$ cat src/rtl/core/psch_pkg.sv
package psch_pkg;

  // Default depth of the process table
  localparam int unsigned MaxProcsDef = 16;

  // Field widths
  localparam int unsigned TimeInW = 16;  // arrival and burst on the input side
  localparam int unsigned PrioW   = 8;
  localparam int unsigned TimeW   = 24;  // simulated clock, waiting, turnaround
  localparam int unsigned SumW    = 28;
  localparam int unsigned IdxOutW = 4;

  // One row of the process table
  typedef struct packed {
    logic [TimeInW-1:0] arrival;
    logic [TimeInW-1:0] burst;
    logic [PrioW-1:0]   prio;
    logic [TimeInW-1:0] remaining;
  } proc_entry_t;

  // One row of the result table
  typedef struct packed {
    logic [TimeW-1:0] waiting;
    logic [TimeW-1:0] turnaround;
  } proc_result_t;

  // What one pass over the table found
  typedef struct packed {
    logic               have_best;
    logic               have_next;
    logic [TimeInW-1:0] next_arrival;
    proc_entry_t        best;
  } scan_status_t;

endpackage

$ cat src/rtl/core/psch_in_if.sv
interface psch_in_if;
  import psch_pkg::*;

  logic               valid;
  logic               ready;
  logic [TimeInW-1:0] arrival_time;
  logic [TimeInW-1:0] burst_time;
  logic [PrioW-1:0]   priority_level;
  logic               last;

  modport source (
    output valid, arrival_time, burst_time, priority_level, last,
    input  ready
  );

  modport sink (
    input  valid, arrival_time, burst_time, priority_level, last,
    output ready
  );
endinterface

$ cat src/rtl/core/psch_out_if.sv
interface psch_out_if;
  import psch_pkg::*;

  logic               valid;
  logic               ready;
  logic [IdxOutW-1:0] process_index;
  logic [TimeW-1:0]   waiting_time;
  logic [TimeW-1:0]   turnaround_time;
  logic [SumW-1:0]    total_waiting;
  logic [SumW-1:0]    total_turnaround;
  logic               last_res;

  modport source (
    output valid, process_index, waiting_time, turnaround_time,
           total_waiting, total_turnaround, last_res,
    input  ready
  );

  modport sink (
    input  valid, process_index, waiting_time, turnaround_time,
           total_waiting, total_turnaround, last_res,
    output ready
  );
endinterface

$ cat src/rtl/core/preemptive_priority_scheduler_core.sv
// Channel   Dir  Handshake      Payload
// -------   ---  -------------  ------------------------------------------------
// in_i      in   valid/ready    arrival_time, burst_time, priority_level, last
// out_o     out  valid/ready    process_index, waiting_time, turnaround_time,
//                               total_waiting, total_turnaround, last_res
// cfg       in   cfg_we_i       cfg_wdata_i = order_mode
//
// Process beats are taken back to back while the sequencer is in ST_LOAD. After
// the last beat the scheduler runs event by event: each decision is one pass over
// the process table RAM, one row read per cycle, and a completion adds the
// ST_TAT, ST_WT and ST_SUM states. Results stream one per cycle while out_o is
// ready, after ST_EREAD fetches the first row. rst_ni clears all control state;
// the RAMs are not cleared. Input is stalled from the last beat until the final
// result beat is taken; a stall on out_o holds the result in the RAM read register.
module preemptive_priority_scheduler_core #(
  parameter int unsigned MAX_PROCS = psch_pkg::MaxProcsDef
) (
  input  logic        clk_i,
  input  logic        rst_ni,
  input  logic        cfg_we_i,
  input  logic        cfg_wdata_i,
  psch_in_if.sink     in_i,
  psch_out_if.source  out_o
);
  import psch_pkg::*;

  localparam int unsigned IdxW = (MAX_PROCS > 1) ? $clog2(MAX_PROCS) : 1;
  localparam int unsigned CntW = $clog2(MAX_PROCS + 1);
  localparam logic [CntW-1:0] CntFull = CntW'(MAX_PROCS);
  localparam logic [CntW-1:0] CntOne  = CntW'(1);
  localparam logic [TimeW-1:0] TimeMax = '1;
  localparam logic [SumW-1:0]  SumMax  = '1;

  // Sequencer states
  localparam logic [3:0] ST_LOAD  = 4'd0;  // take process beats
  localparam logic [3:0] ST_SCAN  = 4'd1;  // sweep the table, pick best and next arrival
  localparam logic [3:0] ST_STEP  = 4'd2;  // idle jump or size the run
  localparam logic [3:0] ST_ADV   = 4'd3;  // advance time, write back remaining
  localparam logic [3:0] ST_TAT   = 4'd4;  // turnaround of the finished process
  localparam logic [3:0] ST_WT    = 4'd5;  // waiting time, turnaround sum
  localparam logic [3:0] ST_SUM   = 4'd6;  // waiting sum, store results, mark done
  localparam logic [3:0] ST_EREAD = 4'd7;  // fetch the first result
  localparam logic [3:0] ST_EOUT  = 4'd8;  // present results

  logic [3:0]           state_q, state_d;
  logic                 order_mode_q, order_mode_d;
  logic [CntW-1:0]      cnt_q, cnt_d;
  logic [CntW-1:0]      fin_q, fin_d;
  logic [CntW-1:0]      scan_cnt_q, scan_cnt_d;
  logic [CntW-1:0]      emit_idx_q, emit_idx_d;
  logic                 rd_vld_q, rd_vld_d;
  logic [IdxW-1:0]      rd_idx_q, rd_idx_d;
  logic [MAX_PROCS-1:0] done_q, done_d;
  logic [TimeW-1:0]     now_q, now_d;
  logic [SumW-1:0]      wait_sum_q, wait_sum_d;
  logic [SumW-1:0]      turn_sum_q, turn_sum_d;
  logic [TimeInW-1:0]   run_q, run_d;
  logic [TimeW-1:0]     tat_q, tat_d;
  logic [TimeW-1:0]     wt_q, wt_d;

  // Process table RAM
  logic            p_we, p_re;
  logic [IdxW-1:0] p_waddr, p_raddr;
  proc_entry_t     p_wdata, p_rdata;

  // Result table RAM
  logic            r_we, r_re;
  logic [IdxW-1:0] r_waddr, r_raddr;
  proc_result_t    r_wdata, r_rdata;

  logic            scan_clr;
  scan_status_t    scan_st;
  logic [IdxW-1:0] best_idx;

  logic               in_acc, out_acc;
  logic [TimeInW-1:0] load_burst;
  logic [TimeW-1:0]   gap;
  logic [TimeInW-1:0] run_sel;
  logic [TimeW:0]     now_sum;
  logic [TimeW-1:0]   now_adv;
  logic [TimeInW-1:0] rem_new;
  logic [TimeW-1:0]   tat_new, wt_new;
  logic [SumW:0]      turn_add, wait_add;
  logic [CntW-1:0]    emit_next;
  logic               emit_last;

  psch_ram #(
    .Width($bits(proc_entry_t)),
    .Depth(MAX_PROCS)
  ) u_proc_ram (
    .clk_i  (clk_i),
    .we_i   (p_we),
    .waddr_i(p_waddr),
    .wdata_i(p_wdata),
    .re_i   (p_re),
    .raddr_i(p_raddr),
    .rdata_o(p_rdata)
  );

  psch_ram #(
    .Width($bits(proc_result_t)),
    .Depth(MAX_PROCS)
  ) u_res_ram (
    .clk_i  (clk_i),
    .we_i   (r_we),
    .waddr_i(r_waddr),
    .wdata_i(r_wdata),
    .re_i   (r_re),
    .raddr_i(r_raddr),
    .rdata_o(r_rdata)
  );

  psch_scan #(
    .IdxW(IdxW)
  ) u_scan (
    .clk_i       (clk_i),
    .rst_ni      (rst_ni),
    .clear_i     (scan_clr),
    .rd_vld_i    (rd_vld_q),
    .rd_idx_i    (rd_idx_q),
    .rd_entry_i  (p_rdata),
    .rd_done_i   (done_q[rd_idx_q]),
    .now_i       (now_q),
    .order_mode_i(order_mode_q),
    .status_o    (scan_st),
    .best_idx_o  (best_idx)
  );

  assign in_acc  = in_i.valid && in_i.ready;
  assign out_acc = out_o.valid && out_o.ready;

  // Datapath terms; each feeds at most one adder before a register
  always_comb begin
    // treat a zero burst as one unit
    load_burst = (in_i.burst_time == '0) ? TimeInW'(1) : in_i.burst_time;

    // run until completion or until the next arrival may preempt
    gap     = TimeW'(scan_st.next_arrival) - now_q;
    run_sel = (scan_st.have_next && (gap < TimeW'(scan_st.best.remaining)))
              ? gap[TimeInW-1:0] : scan_st.best.remaining;

    now_sum = {1'b0, now_q} + (TimeW + 1)'(run_q);
    now_adv = now_sum[TimeW] ? TimeMax : now_sum[TimeW-1:0];
    rem_new = scan_st.best.remaining - run_q;

    tat_new = now_q - TimeW'(scan_st.best.arrival);
    wt_new  = (tat_q > TimeW'(scan_st.best.burst))
              ? (tat_q - TimeW'(scan_st.best.burst)) : '0;

    turn_add = {1'b0, turn_sum_q} + (SumW + 1)'(tat_q);
    wait_add = {1'b0, wait_sum_q} + (SumW + 1)'(wt_q);

    emit_next = emit_idx_q + CntOne;
    emit_last = (emit_next == cnt_q);
  end

  // Sequencer
  always_comb begin
    state_d      = state_q;
    order_mode_d = cfg_we_i ? cfg_wdata_i : order_mode_q;
    cnt_d        = cnt_q;
    fin_d        = fin_q;
    scan_cnt_d   = scan_cnt_q;
    emit_idx_d   = emit_idx_q;
    rd_vld_d     = 1'b0;
    rd_idx_d     = rd_idx_q;
    done_d       = done_q;
    now_d        = now_q;
    wait_sum_d   = wait_sum_q;
    turn_sum_d   = turn_sum_q;
    run_d        = run_q;
    tat_d        = tat_q;
    wt_d         = wt_q;

    p_we    = 1'b0;
    p_waddr = '0;
    p_wdata = scan_st.best;
    p_re    = 1'b0;
    p_raddr = scan_cnt_q[IdxW-1:0];
    r_we    = 1'b0;
    r_waddr = best_idx;
    r_wdata = '{waiting: wt_q, turnaround: tat_q};
    r_re    = 1'b0;
    r_raddr = emit_idx_q[IdxW-1:0];

    unique case (state_q)
      ST_LOAD: begin
        if (in_acc) begin
          // drop beats once the table is full
          if (cnt_q != CntFull) begin
            p_we    = 1'b1;
            p_waddr = cnt_q[IdxW-1:0];
            p_wdata = '{arrival:   in_i.arrival_time,
                        burst:     load_burst,
                        prio:      in_i.priority_level,
                        remaining: load_burst};
            done_d[cnt_q[IdxW-1:0]] = 1'b0;
            cnt_d   = cnt_q + CntOne;
          end
          if (in_i.last && (cnt_d != '0)) begin
            state_d    = ST_SCAN;
            now_d      = '0;
            fin_d      = '0;
            wait_sum_d = '0;
            turn_sum_d = '0;
          end
        end
      end

      ST_SCAN: begin
        if (scan_cnt_q != cnt_q) begin
          // issue one row read per cycle
          p_re       = 1'b1;
          rd_vld_d   = 1'b1;
          rd_idx_d   = scan_cnt_q[IdxW-1:0];
          scan_cnt_d = scan_cnt_q + CntOne;
        end else if (!rd_vld_q) begin
          state_d = ST_STEP;
        end
      end

      ST_STEP: begin
        if (!scan_st.have_best) begin
          // nothing ready: jump to the next arrival
          now_d   = TimeW'(scan_st.next_arrival);
          state_d = ST_SCAN;
        end else begin
          run_d   = run_sel;
          state_d = ST_ADV;
        end
      end

      ST_ADV: begin
        now_d             = now_adv;
        p_we              = 1'b1;
        p_waddr           = best_idx;
        p_wdata.remaining = rem_new;
        state_d           = (rem_new == '0) ? ST_TAT : ST_SCAN;
      end

      ST_TAT: begin
        tat_d   = tat_new;
        state_d = ST_WT;
      end

      ST_WT: begin
        wt_d       = wt_new;
        turn_sum_d = turn_add[SumW] ? SumMax : turn_add[SumW-1:0];
        state_d    = ST_SUM;
      end

      ST_SUM: begin
        wait_sum_d       = wait_add[SumW] ? SumMax : wait_add[SumW-1:0];
        r_we             = 1'b1;
        done_d[best_idx] = 1'b1;
        fin_d            = fin_q + CntOne;
        if ((fin_q + CntOne) == cnt_q) begin
          emit_idx_d = '0;
          state_d    = ST_EREAD;
        end else begin
          state_d = ST_SCAN;
        end
      end

      ST_EREAD: begin
        r_re    = 1'b1;
        state_d = ST_EOUT;
      end

      ST_EOUT: begin
        if (out_acc) begin
          if (emit_last) begin
            // set delivered: reopen for loading
            cnt_d   = '0;
            fin_d   = '0;
            done_d  = '0;
            state_d = ST_LOAD;
          end else begin
            // fetch the next row on the same edge the beat leaves
            emit_idx_d = emit_next;
            r_re       = 1'b1;
            r_raddr    = emit_next[IdxW-1:0];
          end
        end
      end

      default: begin
        state_d = ST_LOAD;
      end
    endcase

    // restart the sweep whenever a pass begins
    scan_clr = (state_d == ST_SCAN) && (state_q != ST_SCAN);
    if (scan_clr) begin
      scan_cnt_d = '0;
    end
  end

  always_ff @(posedge clk_i or negedge rst_ni) begin
    if (!rst_ni) begin
      state_q      <= ST_LOAD;
      order_mode_q <= 1'b0;
      cnt_q        <= '0;
      fin_q        <= '0;
      scan_cnt_q   <= '0;
      emit_idx_q   <= '0;
      rd_vld_q     <= 1'b0;
      done_q       <= '0;
      now_q        <= '0;
      wait_sum_q   <= '0;
      turn_sum_q   <= '0;
    end else begin
      state_q      <= state_d;
      order_mode_q <= order_mode_d;
      cnt_q        <= cnt_d;
      fin_q        <= fin_d;
      scan_cnt_q   <= scan_cnt_d;
      emit_idx_q   <= emit_idx_d;
      rd_vld_q     <= rd_vld_d;
      done_q       <= done_d;
      now_q        <= now_d;
      wait_sum_q   <= wait_sum_d;
      turn_sum_q   <= turn_sum_d;
    end
  end

  always_ff @(posedge clk_i) begin
    rd_idx_q <= rd_idx_d;
    run_q    <= run_d;
    tat_q    <= tat_d;
    wt_q     <= wt_d;
  end

  // Ports
  assign in_i.ready             = (state_q == ST_LOAD);
  assign out_o.valid            = (state_q == ST_EOUT);
  assign out_o.process_index    = IdxOutW'(emit_idx_q);
  assign out_o.waiting_time     = r_rdata.waiting;
  assign out_o.turnaround_time  = r_rdata.turnaround;
  assign out_o.total_waiting    = emit_last ? wait_sum_q : '0;
  assign out_o.total_turnaround = emit_last ? turn_sum_q : '0;
  assign out_o.last_res         = emit_last;

  // Checks
  a_fin_le_cnt: assert property (@(posedge clk_i) disable iff (!rst_ni)
    fin_q <= cnt_q)
    else $error("finished count exceeds loaded count");

  a_idle_has_next: assert property (@(posedge clk_i) disable iff (!rst_ni)
    (state_q == ST_STEP && !scan_st.have_best) |-> scan_st.have_next)
    else $error("no ready process and no pending arrival");

  a_run_progress: assert property (@(posedge clk_i) disable iff (!rst_ni)
    (state_q == ST_ADV) |-> (run_q != '0))
    else $error("scheduling step makes no progress");

  a_emit_range: assert property (@(posedge clk_i) disable iff (!rst_ni)
    out_o.valid |-> (emit_idx_q < cnt_q))
    else $error("result index beyond loaded set");

endmodule

$ cat src/rtl/core/psch_ram.sv
module psch_ram #(
  parameter  int unsigned Width = 8,
  parameter  int unsigned Depth = 16,
  localparam int unsigned AddrW = (Depth > 1) ? $clog2(Depth) : 1
) (
  input  logic             clk_i,
  input  logic             we_i,
  input  logic [AddrW-1:0] waddr_i,
  input  logic [Width-1:0] wdata_i,
  input  logic             re_i,
  input  logic [AddrW-1:0] raddr_i,
  output logic [Width-1:0] rdata_o
);
  logic [Width-1:0] mem_q [Depth];
  logic [Width-1:0] rdata_q;

  always_ff @(posedge clk_i) begin
    if (we_i) begin
      mem_q[waddr_i] <= wdata_i;
    end
    if (re_i) begin
      rdata_q <= mem_q[raddr_i];
    end
  end

  assign rdata_o = rdata_q;
endmodule

$ cat src/rtl/core/psch_scan.sv
module psch_scan #(
  parameter int unsigned IdxW = 4
) (
  input  logic                        clk_i,
  input  logic                        rst_ni,
  input  logic                        clear_i,
  input  logic                        rd_vld_i,
  input  logic [IdxW-1:0]             rd_idx_i,
  input  psch_pkg::proc_entry_t       rd_entry_i,
  input  logic                        rd_done_i,
  input  logic [psch_pkg::TimeW-1:0]  now_i,
  input  logic                        order_mode_i,
  output psch_pkg::scan_status_t      status_o,
  output logic [IdxW-1:0]             best_idx_o
);
  import psch_pkg::*;

  logic               have_best_q, have_best_d;
  logic               have_next_q, have_next_d;
  logic [TimeInW-1:0] next_q;
  proc_entry_t        best_q;
  logic [IdxW-1:0]    best_idx_q;

  logic arrived, prio_wins, beats, take_best, take_next;

  always_comb begin
    arrived   = TimeW'(rd_entry_i.arrival) <= now_i;
    prio_wins = order_mode_i ? (rd_entry_i.prio > best_q.prio)
                             : (rd_entry_i.prio < best_q.prio);
    // equal priority: earlier arrival wins, equal arrival keeps the lower index
    beats     = (rd_entry_i.prio != best_q.prio) ? prio_wins
                                                 : (rd_entry_i.arrival < best_q.arrival);
    take_best = rd_vld_i && !rd_done_i && arrived && (!have_best_q || beats);
    take_next = rd_vld_i && !rd_done_i && !arrived &&
                (!have_next_q || (rd_entry_i.arrival < next_q));

    have_best_d = clear_i ? 1'b0 : (have_best_q || take_best);
    have_next_d = clear_i ? 1'b0 : (have_next_q || take_next);
  end

  always_ff @(posedge clk_i or negedge rst_ni) begin
    if (!rst_ni) begin
      have_best_q <= 1'b0;
      have_next_q <= 1'b0;
    end else begin
      have_best_q <= have_best_d;
      have_next_q <= have_next_d;
    end
  end

  always_ff @(posedge clk_i) begin
    if (take_best) begin
      best_q     <= rd_entry_i;
      best_idx_q <= rd_idx_i;
    end
    if (take_next) begin
      next_q <= rd_entry_i.arrival;
    end
  end

  assign status_o.have_best    = have_best_q;
  assign status_o.have_next    = have_next_q;
  assign status_o.next_arrival = next_q;
  assign status_o.best         = best_q;
  assign best_idx_o            = best_idx_q;
endmodule

$ cat src/flat_wrapper.sv
// flat-port wrapper written by rule: the top's interface ports become plain ports
module preemptive_priority_scheduler_core_flat import psch_pkg::*;
#(
  parameter int unsigned MAX_PROCS = psch_pkg::MaxProcsDef
)
  (clk_i, rst_ni, cfg_we_i, cfg_wdata_i, in_i_valid, in_i_arrival_time, in_i_burst_time, in_i_priority_level, in_i_last, in_i_ready, out_o_valid, out_o_process_index, out_o_waiting_time, out_o_turnaround_time, out_o_total_waiting, out_o_total_turnaround, out_o_last_res, out_o_ready);
  psch_in_if in_i_i ();
  psch_out_if out_o_i ();
  input  logic clk_i;
  input  logic rst_ni;
  input  logic cfg_we_i;
  input  logic cfg_wdata_i;
  input wire logic [$bits(in_i_i.valid)-1:0] in_i_valid;
  input wire logic [$bits(in_i_i.arrival_time)-1:0] in_i_arrival_time;
  input wire logic [$bits(in_i_i.burst_time)-1:0] in_i_burst_time;
  input wire logic [$bits(in_i_i.priority_level)-1:0] in_i_priority_level;
  input wire logic [$bits(in_i_i.last)-1:0] in_i_last;
  output wire logic [$bits(in_i_i.ready)-1:0] in_i_ready;
  output wire logic [$bits(out_o_i.valid)-1:0] out_o_valid;
  output wire logic [$bits(out_o_i.process_index)-1:0] out_o_process_index;
  output wire logic [$bits(out_o_i.waiting_time)-1:0] out_o_waiting_time;
  output wire logic [$bits(out_o_i.turnaround_time)-1:0] out_o_turnaround_time;
  output wire logic [$bits(out_o_i.total_waiting)-1:0] out_o_total_waiting;
  output wire logic [$bits(out_o_i.total_turnaround)-1:0] out_o_total_turnaround;
  output wire logic [$bits(out_o_i.last_res)-1:0] out_o_last_res;
  input wire logic [$bits(out_o_i.ready)-1:0] out_o_ready;
  assign in_i_i.valid = in_i_valid;
  assign in_i_i.arrival_time = in_i_arrival_time;
  assign in_i_i.burst_time = in_i_burst_time;
  assign in_i_i.priority_level = in_i_priority_level;
  assign in_i_i.last = in_i_last;
  assign in_i_ready = in_i_i.ready;
  assign out_o_valid = out_o_i.valid;
  assign out_o_process_index = out_o_i.process_index;
  assign out_o_waiting_time = out_o_i.waiting_time;
  assign out_o_turnaround_time = out_o_i.turnaround_time;
  assign out_o_total_waiting = out_o_i.total_waiting;
  assign out_o_total_turnaround = out_o_i.total_turnaround;
  assign out_o_last_res = out_o_i.last_res;
  assign out_o_i.ready = out_o_ready;
  preemptive_priority_scheduler_core #(.MAX_PROCS(MAX_PROCS)) u_core (.clk_i(clk_i), .rst_ni(rst_ni), .cfg_we_i(cfg_we_i), .cfg_wdata_i(cfg_wdata_i), .in_i(in_i_i), .out_o(out_o_i));
endmodule
$ cat config.mk
export PLATFORM = sky130hd
export DESIGN_NAME = preemptive_priority_scheduler_core_flat
export DESIGN_NICKNAME = d
export VERILOG_FILES = /design/src/rtl/core/psch_pkg.sv /design/src/rtl/core/psch_in_if.sv /design/src/rtl/core/psch_out_if.sv /design/src/rtl/core/preemptive_priority_scheduler_core.sv /design/src/rtl/core/psch_ram.sv /design/src/rtl/core/psch_scan.sv /design/src/flat_wrapper.sv
export SDC_FILE = /design/constraint.sdc
export NUM_CORES = 2
export LEC_CHECK = 0
export CORE_ASPECT_RATIO = 0.6
export CORE_MARGIN = 2
export CORE_UTILIZATION = 40
export DETAILED_ROUTE_END_ITERATION = 7
export DONT_BUFFER_PORTS = 1
export MAX_ROUTING_LAYER = met4
export PLACE_DENSITY = 0.66
export RECOVER_POWER = 100
export SLEW_MARGIN = 40
export SYNTH_ARGS = -nofsm -noshare
export SYNTH_HDL_FRONTEND = slang
export SYNTH_HIERARCHICAL = 1
export SYNTH_SLANG_ARGS = --single-unit
$ cat constraint.sdc
create_clock -name clk_i -period 6.8 [get_ports clk_i]
set_input_delay 1.36 -clock clk_i [delete_from_list [all_inputs] [get_ports clk_i]]
set_output_delay 1.36 -clock clk_i [all_outputs]
set_load 0.05 [all_outputs]
# Yosys cells after proc, flatten, opt, wreduce, memory -nomap -nowiden
# Memories as Yosys holds them, arrays and structs flattened. A register that Yosys moved wholly into a read port is not among the register bits.
# Index checks and enable logic that the tools add are counted.
# word_totals
inputBits	47
wordCells	196
reg_bits	268
mem_count	2
output_inout_bits	111
ram_bits	1664
# mem_list
name	words	width	rd	rd_clocked_by_memory_dff	write_ports	line	source
u_core.u_proc_ram.mem_q	16	56	1	1	1	psch_ram.sv:14	logic [Width-1:0] mem_q [Depth];
u_core.u_res_ram.mem_q	16	48	1	1	1	psch_ram.sv:14	
# op_classes
n_eq_ne	23
n_reduce_logical	42
n_mux	80
n_lt_le_gt_ge	12
bitwise_logic	3
add_sub_neg	11
# op_table
op	n
28-bit two-way mux	6
56-bit two-way mux	2
28-bit case mux with 2 select lines	2
16-bit two-way mux	6
24-bit two-way mux	4
24-bit case mux with 3 select lines	1
5-bit two-way mux	14
28-bit by 24-bit adder with 29-bit output	2
16-bit case mux with 3 select lines	1
24-bit by 16-bit subtractor with 24-bit output	2
4-bit two-way mux	11
40-bit two-way mux	1
4-bit case mux with 9 select lines	1
16-bit logical NOT	2
16-bit less-than comparator	2
16-bit case mux with 2 select lines	1
24-bit by 16-bit adder with 25-bit output	1
24-bit by 16-bit greater-than comparator with 1-bit output	1
16-bit by 24-bit less-or-equal comparator with 1-bit output	1
24-bit by 16-bit less-than comparator with 1-bit output	1
16-bit by 24-bit subtractor with 24-bit output	1
5-bit by 1-bit adder with 5-bit output (second input constant)	4
5-bit case mux with 2 select lines	2
1-bit two-way mux	18
other kinds (37)	84

# Logic depth before layout (Yosys ltp)
# logic_depth
depth_word	13
mapped_depth	20
ltp_nobuf	19

# Cells and area by module
# The synthesis kept the hierarchy.
# modules_own_cells
mod	n_inst	area_each_um2	seq_area_each_um2	cells_per_inst
psch_ram at u_core.u_proc_ram	1	35238.8	28587.4	1445
psch_ram at u_core.u_res_ram	1	30171.4	24503.5	1242
preemptive_priority_scheduler_core	1	16517.1	5094.9	1931
psch_scan	1	3799.9	2332.2	283

# Worst setup path after synthesis
# No wires, ideal clock.
# synth_timing
kind	register to register
start	reg u_core.state_q[2]
end	mem u_core/u_proc_ram/mem_q[0][0] (netlist bit), enable pin
n_path_buf	1
arrival_ns	7.259
path_slack_ns	-0.998
synth_period_minus_slack_ns	7.798
required_time_ns	6.261
stages_incl_launch_ff	10
setup_time_ns	0.539
cell_sequence	dfrtp_1 -> or2_2 -> nor3_1 -> nand2_1 -> nor2_1 -> nor2_1 -> inv_1 -> buf_1 -> or3b_2 -> nor3_1
# synth_via
elab_chain_cells	6
elab_cells_between_ends	9
cone_classes	eq/ne (1); mux (6); reduce/logical (2)
# synth_rtl
item	line	source
start: declaration	preemptive_priority_scheduler_core.sv:45	logic [3:0] state_q, state_d;
start signal: assignment	preemptive_priority_scheduler_core.sv:313	state_q <= state_d;
4-bit logical NOT (*)	preemptive_priority_scheduler_core.sv:335	assign in_i.ready = (state_q == ST_LOAD);
via in_i_ready	flat_wrapper.sv:18	output wire logic [$bits(in_i_i.ready)-1:0] in_i_ready;
1-bit logical AND	preemptive_priority_scheduler_core.sv:129	assign in_acc = in_i.valid && in_i.ready;
1-bit two-way mux	preemptive_priority_scheduler_core.sv:188	if (in_acc) begin
1-bit case mux with 2 select lines (*)	preemptive_priority_scheduler_core.sv:186	unique case (state_q)
via u_core.p_we	preemptive_priority_scheduler_core.sv:62	logic p_we, p_re;
1-bit two-way mux (*)	psch_ram.sv:18	if (we_i) begin
1-bit two-way mux (implied by the code) (*)	psch_ram.sv:19	mem_q[waddr_i] <= wdata_i;
end: declaration	psch_ram.sv:14	
# Mark *: on every way through the listed nets, which the timed path passes. The rest lies on a longest branch.

# Worst setup path in the final report
# layout_timing
start	reg u_core.state_q[3]
end	mem u_core/u_proc_ram/mem_q[8][16] (netlist bit), enable pin
# layout_via
elab_chain_cells	6
elab_cells_between_ends	9
cone_classes	eq/ne (1); mux (6); reduce/logical (2)
# layout_rtl
item	line
4-bit logical NOT (*)	preemptive_priority_scheduler_core.sv:335
via in_i_ready	flat_wrapper.sv:18
1-bit logical AND	preemptive_priority_scheduler_core.sv:129
1-bit two-way mux	preemptive_priority_scheduler_core.sv:188
1-bit case mux with 2 select lines	preemptive_priority_scheduler_core.sv:186
1-bit two-way mux	psch_ram.sv:18
1-bit two-way mux (implied by the code)	psch_ram.sv:19
# Marks and branches as above.

==> flow_metrics.py <==
metrics = {
    "synth": {
        "avgSynthCellArea_sq_um": 17.49,
        "yosysTopAreaCell": "edfxtp_1",
        "synthFlopType": "edfxtp_1",
        "ys_warn_count": 6,
        "synth_compound_area_frac": 0.06902,
        "netlist_area_sq_um": 85730,
        "synth-xor-area-share": 0.01369,
        "ys_seq_area_frac": 0.7059,
        "synth-seq-cells": 2036,
        "synth_simple_gate_area_frac": 0.04495,
        "syn_nets": 5160,
        "synthCells": 4901,
        "synth_top_area_share": 0.6697,
        "synthTopCellsByArea": "edfxtp_1 (67%), mux4_2 (11%), dfrtp_1 (3.6%)",
        "synth_edf_count": 1912,
        "synth_top_family_by_area": "multiplexers",
        "synth_cell_types": 89,
        "async_reset_ff_frac": 0.06090,
        "yosys.area_share.adder": 0.03155,
        "synthMuxAreaShare": 0.1141,
    },
    "cells_and_area": {
        "syn_to_final_growth_pct": 11.65,
        "multi_input_comb_area_sq_um": 23570,
        "drive_gt1_frac": 0.1654,
        "layout_common_cells": "edfxtp_1 (1,912), mux4_2 (421), nand2_1 (273), a22oi_1 (208), ha_1 (205)",
        "layout_commonest_cell": "edfxtp_1",
        "nets": 5304,
        "n_fill_cell": 18170,
        "seq_area_sq_um": 60520,
        "fin_area_sq_um": 95720,
    },
    "grt": {
        "antenna_found_initial": 3,
        "grt_pass1_vias": 45960,
        "grt_use_total": 0.2159,
        "grt_max_degree": 125,
        "grt_first_pass_wirelength_um": 332100,
        "gr-total-overflow": 0,
    },
    "placed_design": {
        "placedInstanceArea_sq_um": 90480,
        "dpl.hpwl_um": 140000,
        "io_buffers": 0,
        "gp_congestion": 0.9371,
    },
    "pwr": {
        "power.density_nw_per_um2": 425.9,
        "power.leakage_uw": 0.03175,
        "ir_drop_v": 0.0002987,
    },
    "critical_path": {
        "critPathKind": "reg -> reg",
        "worstPathMaxFanout": 55,
        "r2r-start": "u_core/state_q[3]",
        "critical_path.startpoint_type": "flop",
        "endpoint_kind": "flop",
        "cp_data_arrival_time_ps": 6460,
        "crit_required_ps": 7190,
        "reg2reg_to": "u_core/u_proc_ram/mem_q[8][16]",
        "r2r_slack_ps": 740,
        "worstRegToRegCells": 10,
    },
    "route": {
        "wl_um": 230000,
        "viasPerCell": 5.898,
        "route.met2.wl_um": 99950,
        "drtAntennaViolNets": 0,
        "routedWlPerCell_um": 28.52,
        "remaining_drc_errors": 6,
        "drtIter0Drc": 6271,
        "vias": 47570,
        "wl_met1_um": 100100,
        "dr.max_layer_used": "met4",
        "drt-pass1-iter-count": 8,
        "dr_wl_met3_um": 24200,
    },
    "timing": {
        "period_share": 0.8918,
        "tns_ps": 0,
        "finalSetupViolations": 0,
        "max-slew-margin-rel": -0.9786,
        "skew_ps": 67.84,
        "worstMarginPinSlew_ps": 2968,
        "slew_violations": 1239,
        "post-route-min-period_ps": 6064,
        "hold_violations": 0,
        "fmax_ghz": 0.1649,
        "rsz0062_at_grt": "no",
    },
    "cts": {
        "clockRootBuffer": "clkbuf_16",
        "clk_pin_slew_ps": 60,
        "cts.hold.buffers_added": 0,
        "htree_levels": 4,
        "cts_made_buffers": 187,
        "clk_path_buf_depth": 3,
        "worstSkewPairLatency_ps": 850,
        "cts-resized-gates": 0,
        "cts_setup_buffers": 0,
        "cts_tree": "built",
        "cts.sinks": 2036,
    },
    "floorplan": {
        "chipHeight_um": 362.6,
        "io_pins": 158,
        "start_util": 0.4029,
        "num_rows": 131,
        "fp.dieW_um": 601.7,
        "die-area_sq_um": 218200,
        "core_area_sq_um": 212800,
    },
    "flow_run": {
        "cap_violations": 38,
    },
    "status": {
        "outcome": "complete, but fails checks",
        "violations": "DRC, capacitance limit, slew limit",
    },
    "min_path": {
        "hp-class": "in -> async",
    },
}
[critical path, stage by stage, from the launching register on]
cell	delay, ps
dfrtp_1	520
or2_2	400
nor3_1	140
clkbuf_1	760
nand2_1	200
nor2_1	200
nor2_1	230
inv_1	700
nand3b_1	400
nor3_4	240
buf_2	1670
[final cells by class]
| class | count | area share |
|---|---|---|
| sequential | 2036 | 0.6323 |
| multi-input combinational | 2465 | 0.2462 |
| clock buffer | 230 | 0.05133 |
| tap | 2859 | 0.03737 |
| timing repair buffer | 176 | 0.01312 |
| clock inverter | 118 | 0.01258 |
| inverter | 179 | 0.007033 |
| antenna | 2 | 0.00005229 |
[worst max path at each step]
stage | startpoint | to | slack, ps | depth (start not counted)
5_1_grt | u_core/state_q[3] | u_core/u_proc_ram/mem_q[12][39] | 550 | 10
2_1_floorplan | u_core/state_q[2] | u_core/u_proc_ram/mem_q[7][0] | 480 | 9
4_1_cts | u_core/emit_idx_q[0] | out_o_total_turnaround[14] | 1130 | 7
3_3_place_gp | u_core/now_q[0] | u_core/run_q[6] | 1370 | 18
6_report | u_core/state_q[3] | u_core/u_proc_ram/mem_q[8][16] | 740 | 10
3_5_place_dp | u_core/now_q[0] | u_core/run_q[4] | 1500 | 19
[cells in the mapped netlist, drive strengths merged (54+ instances only)]
master / number
nand3: 64
nand2: 273
buf: 94
xor2: 59
mux4: 421
ha: 205
a21oi: 190
a22oi: 208
edfxtp: 1912
o21ai: 166
inv: 178
dfrtp: 124
xnor2: 75
a21o: 54
and2: 64
nor2: 134
clkbuf: 127
[per-stage QoR]
stage	instances	hold slack, ps	setup WS, ps	total power [uW]	util
after floorplan	4901	400.3	484.8	26260	-
after global placement	7666	400.7	1374	30090	0.4224
after detailed placement	7702	404.5	1498	30520	0.4253
after CTS	8050	205.8	1132	41060	0.4540
after global routing	8065	215.5	547.2	42650	0.4499
final	8065	257.4	735.6	40760	0.4499
[kinds of logic after synthesis]
kind of cell             after synthesis
flip-flops                          2036
adder cells (fa/ha/maj)              212
buffers and inverters                400
XOR/XNOR                             134
AND/OR/NAND/NOR                      790
AO/OA/AOI/OAI                        883
multiplexers                         446
[report_power, final]
| part | internal [uW] | switching, uW | leakage [uW] |
|---|---|---|---|
| clock | 5860 | 4690 | 0.00297 |
| combinational | 5210 | 7940 | 0.00981 |
| sequential | 16200 | 879 | 0.0190 |
| total | 27200 | 13500 | 0.0317 |
[layer usage]
metal / GRT usage / up-vias
li1: - / 20020
met1: 0.3187 / 24910
met2: 0.3062 / 2318
met3: 0.04283 / 316
met4: 0.05387 / 0
met5: - / -
[registers in the layout (all words and copies together), names as in the netlist, 16 cells and up]
register	count
u_core/turn_sum_q	28
u_core/now_q	24
u_core/u_scan/status_o	56
u_core/u_res_ram/rdata_o	48
u_core/tat_q	24
u_core/wt_q	24
u_core/run_q	16
u_core/u_proc_ram/rdata_o	56
u_core/u_proc_ram/mem_q	896
u_core/done_q	16
u_core/wait_sum_q	28
u_core/u_scan/next_q	16
u_core/u_res_ram/mem_q	768
Note: power is estimated with default switching activity, not from simulation.
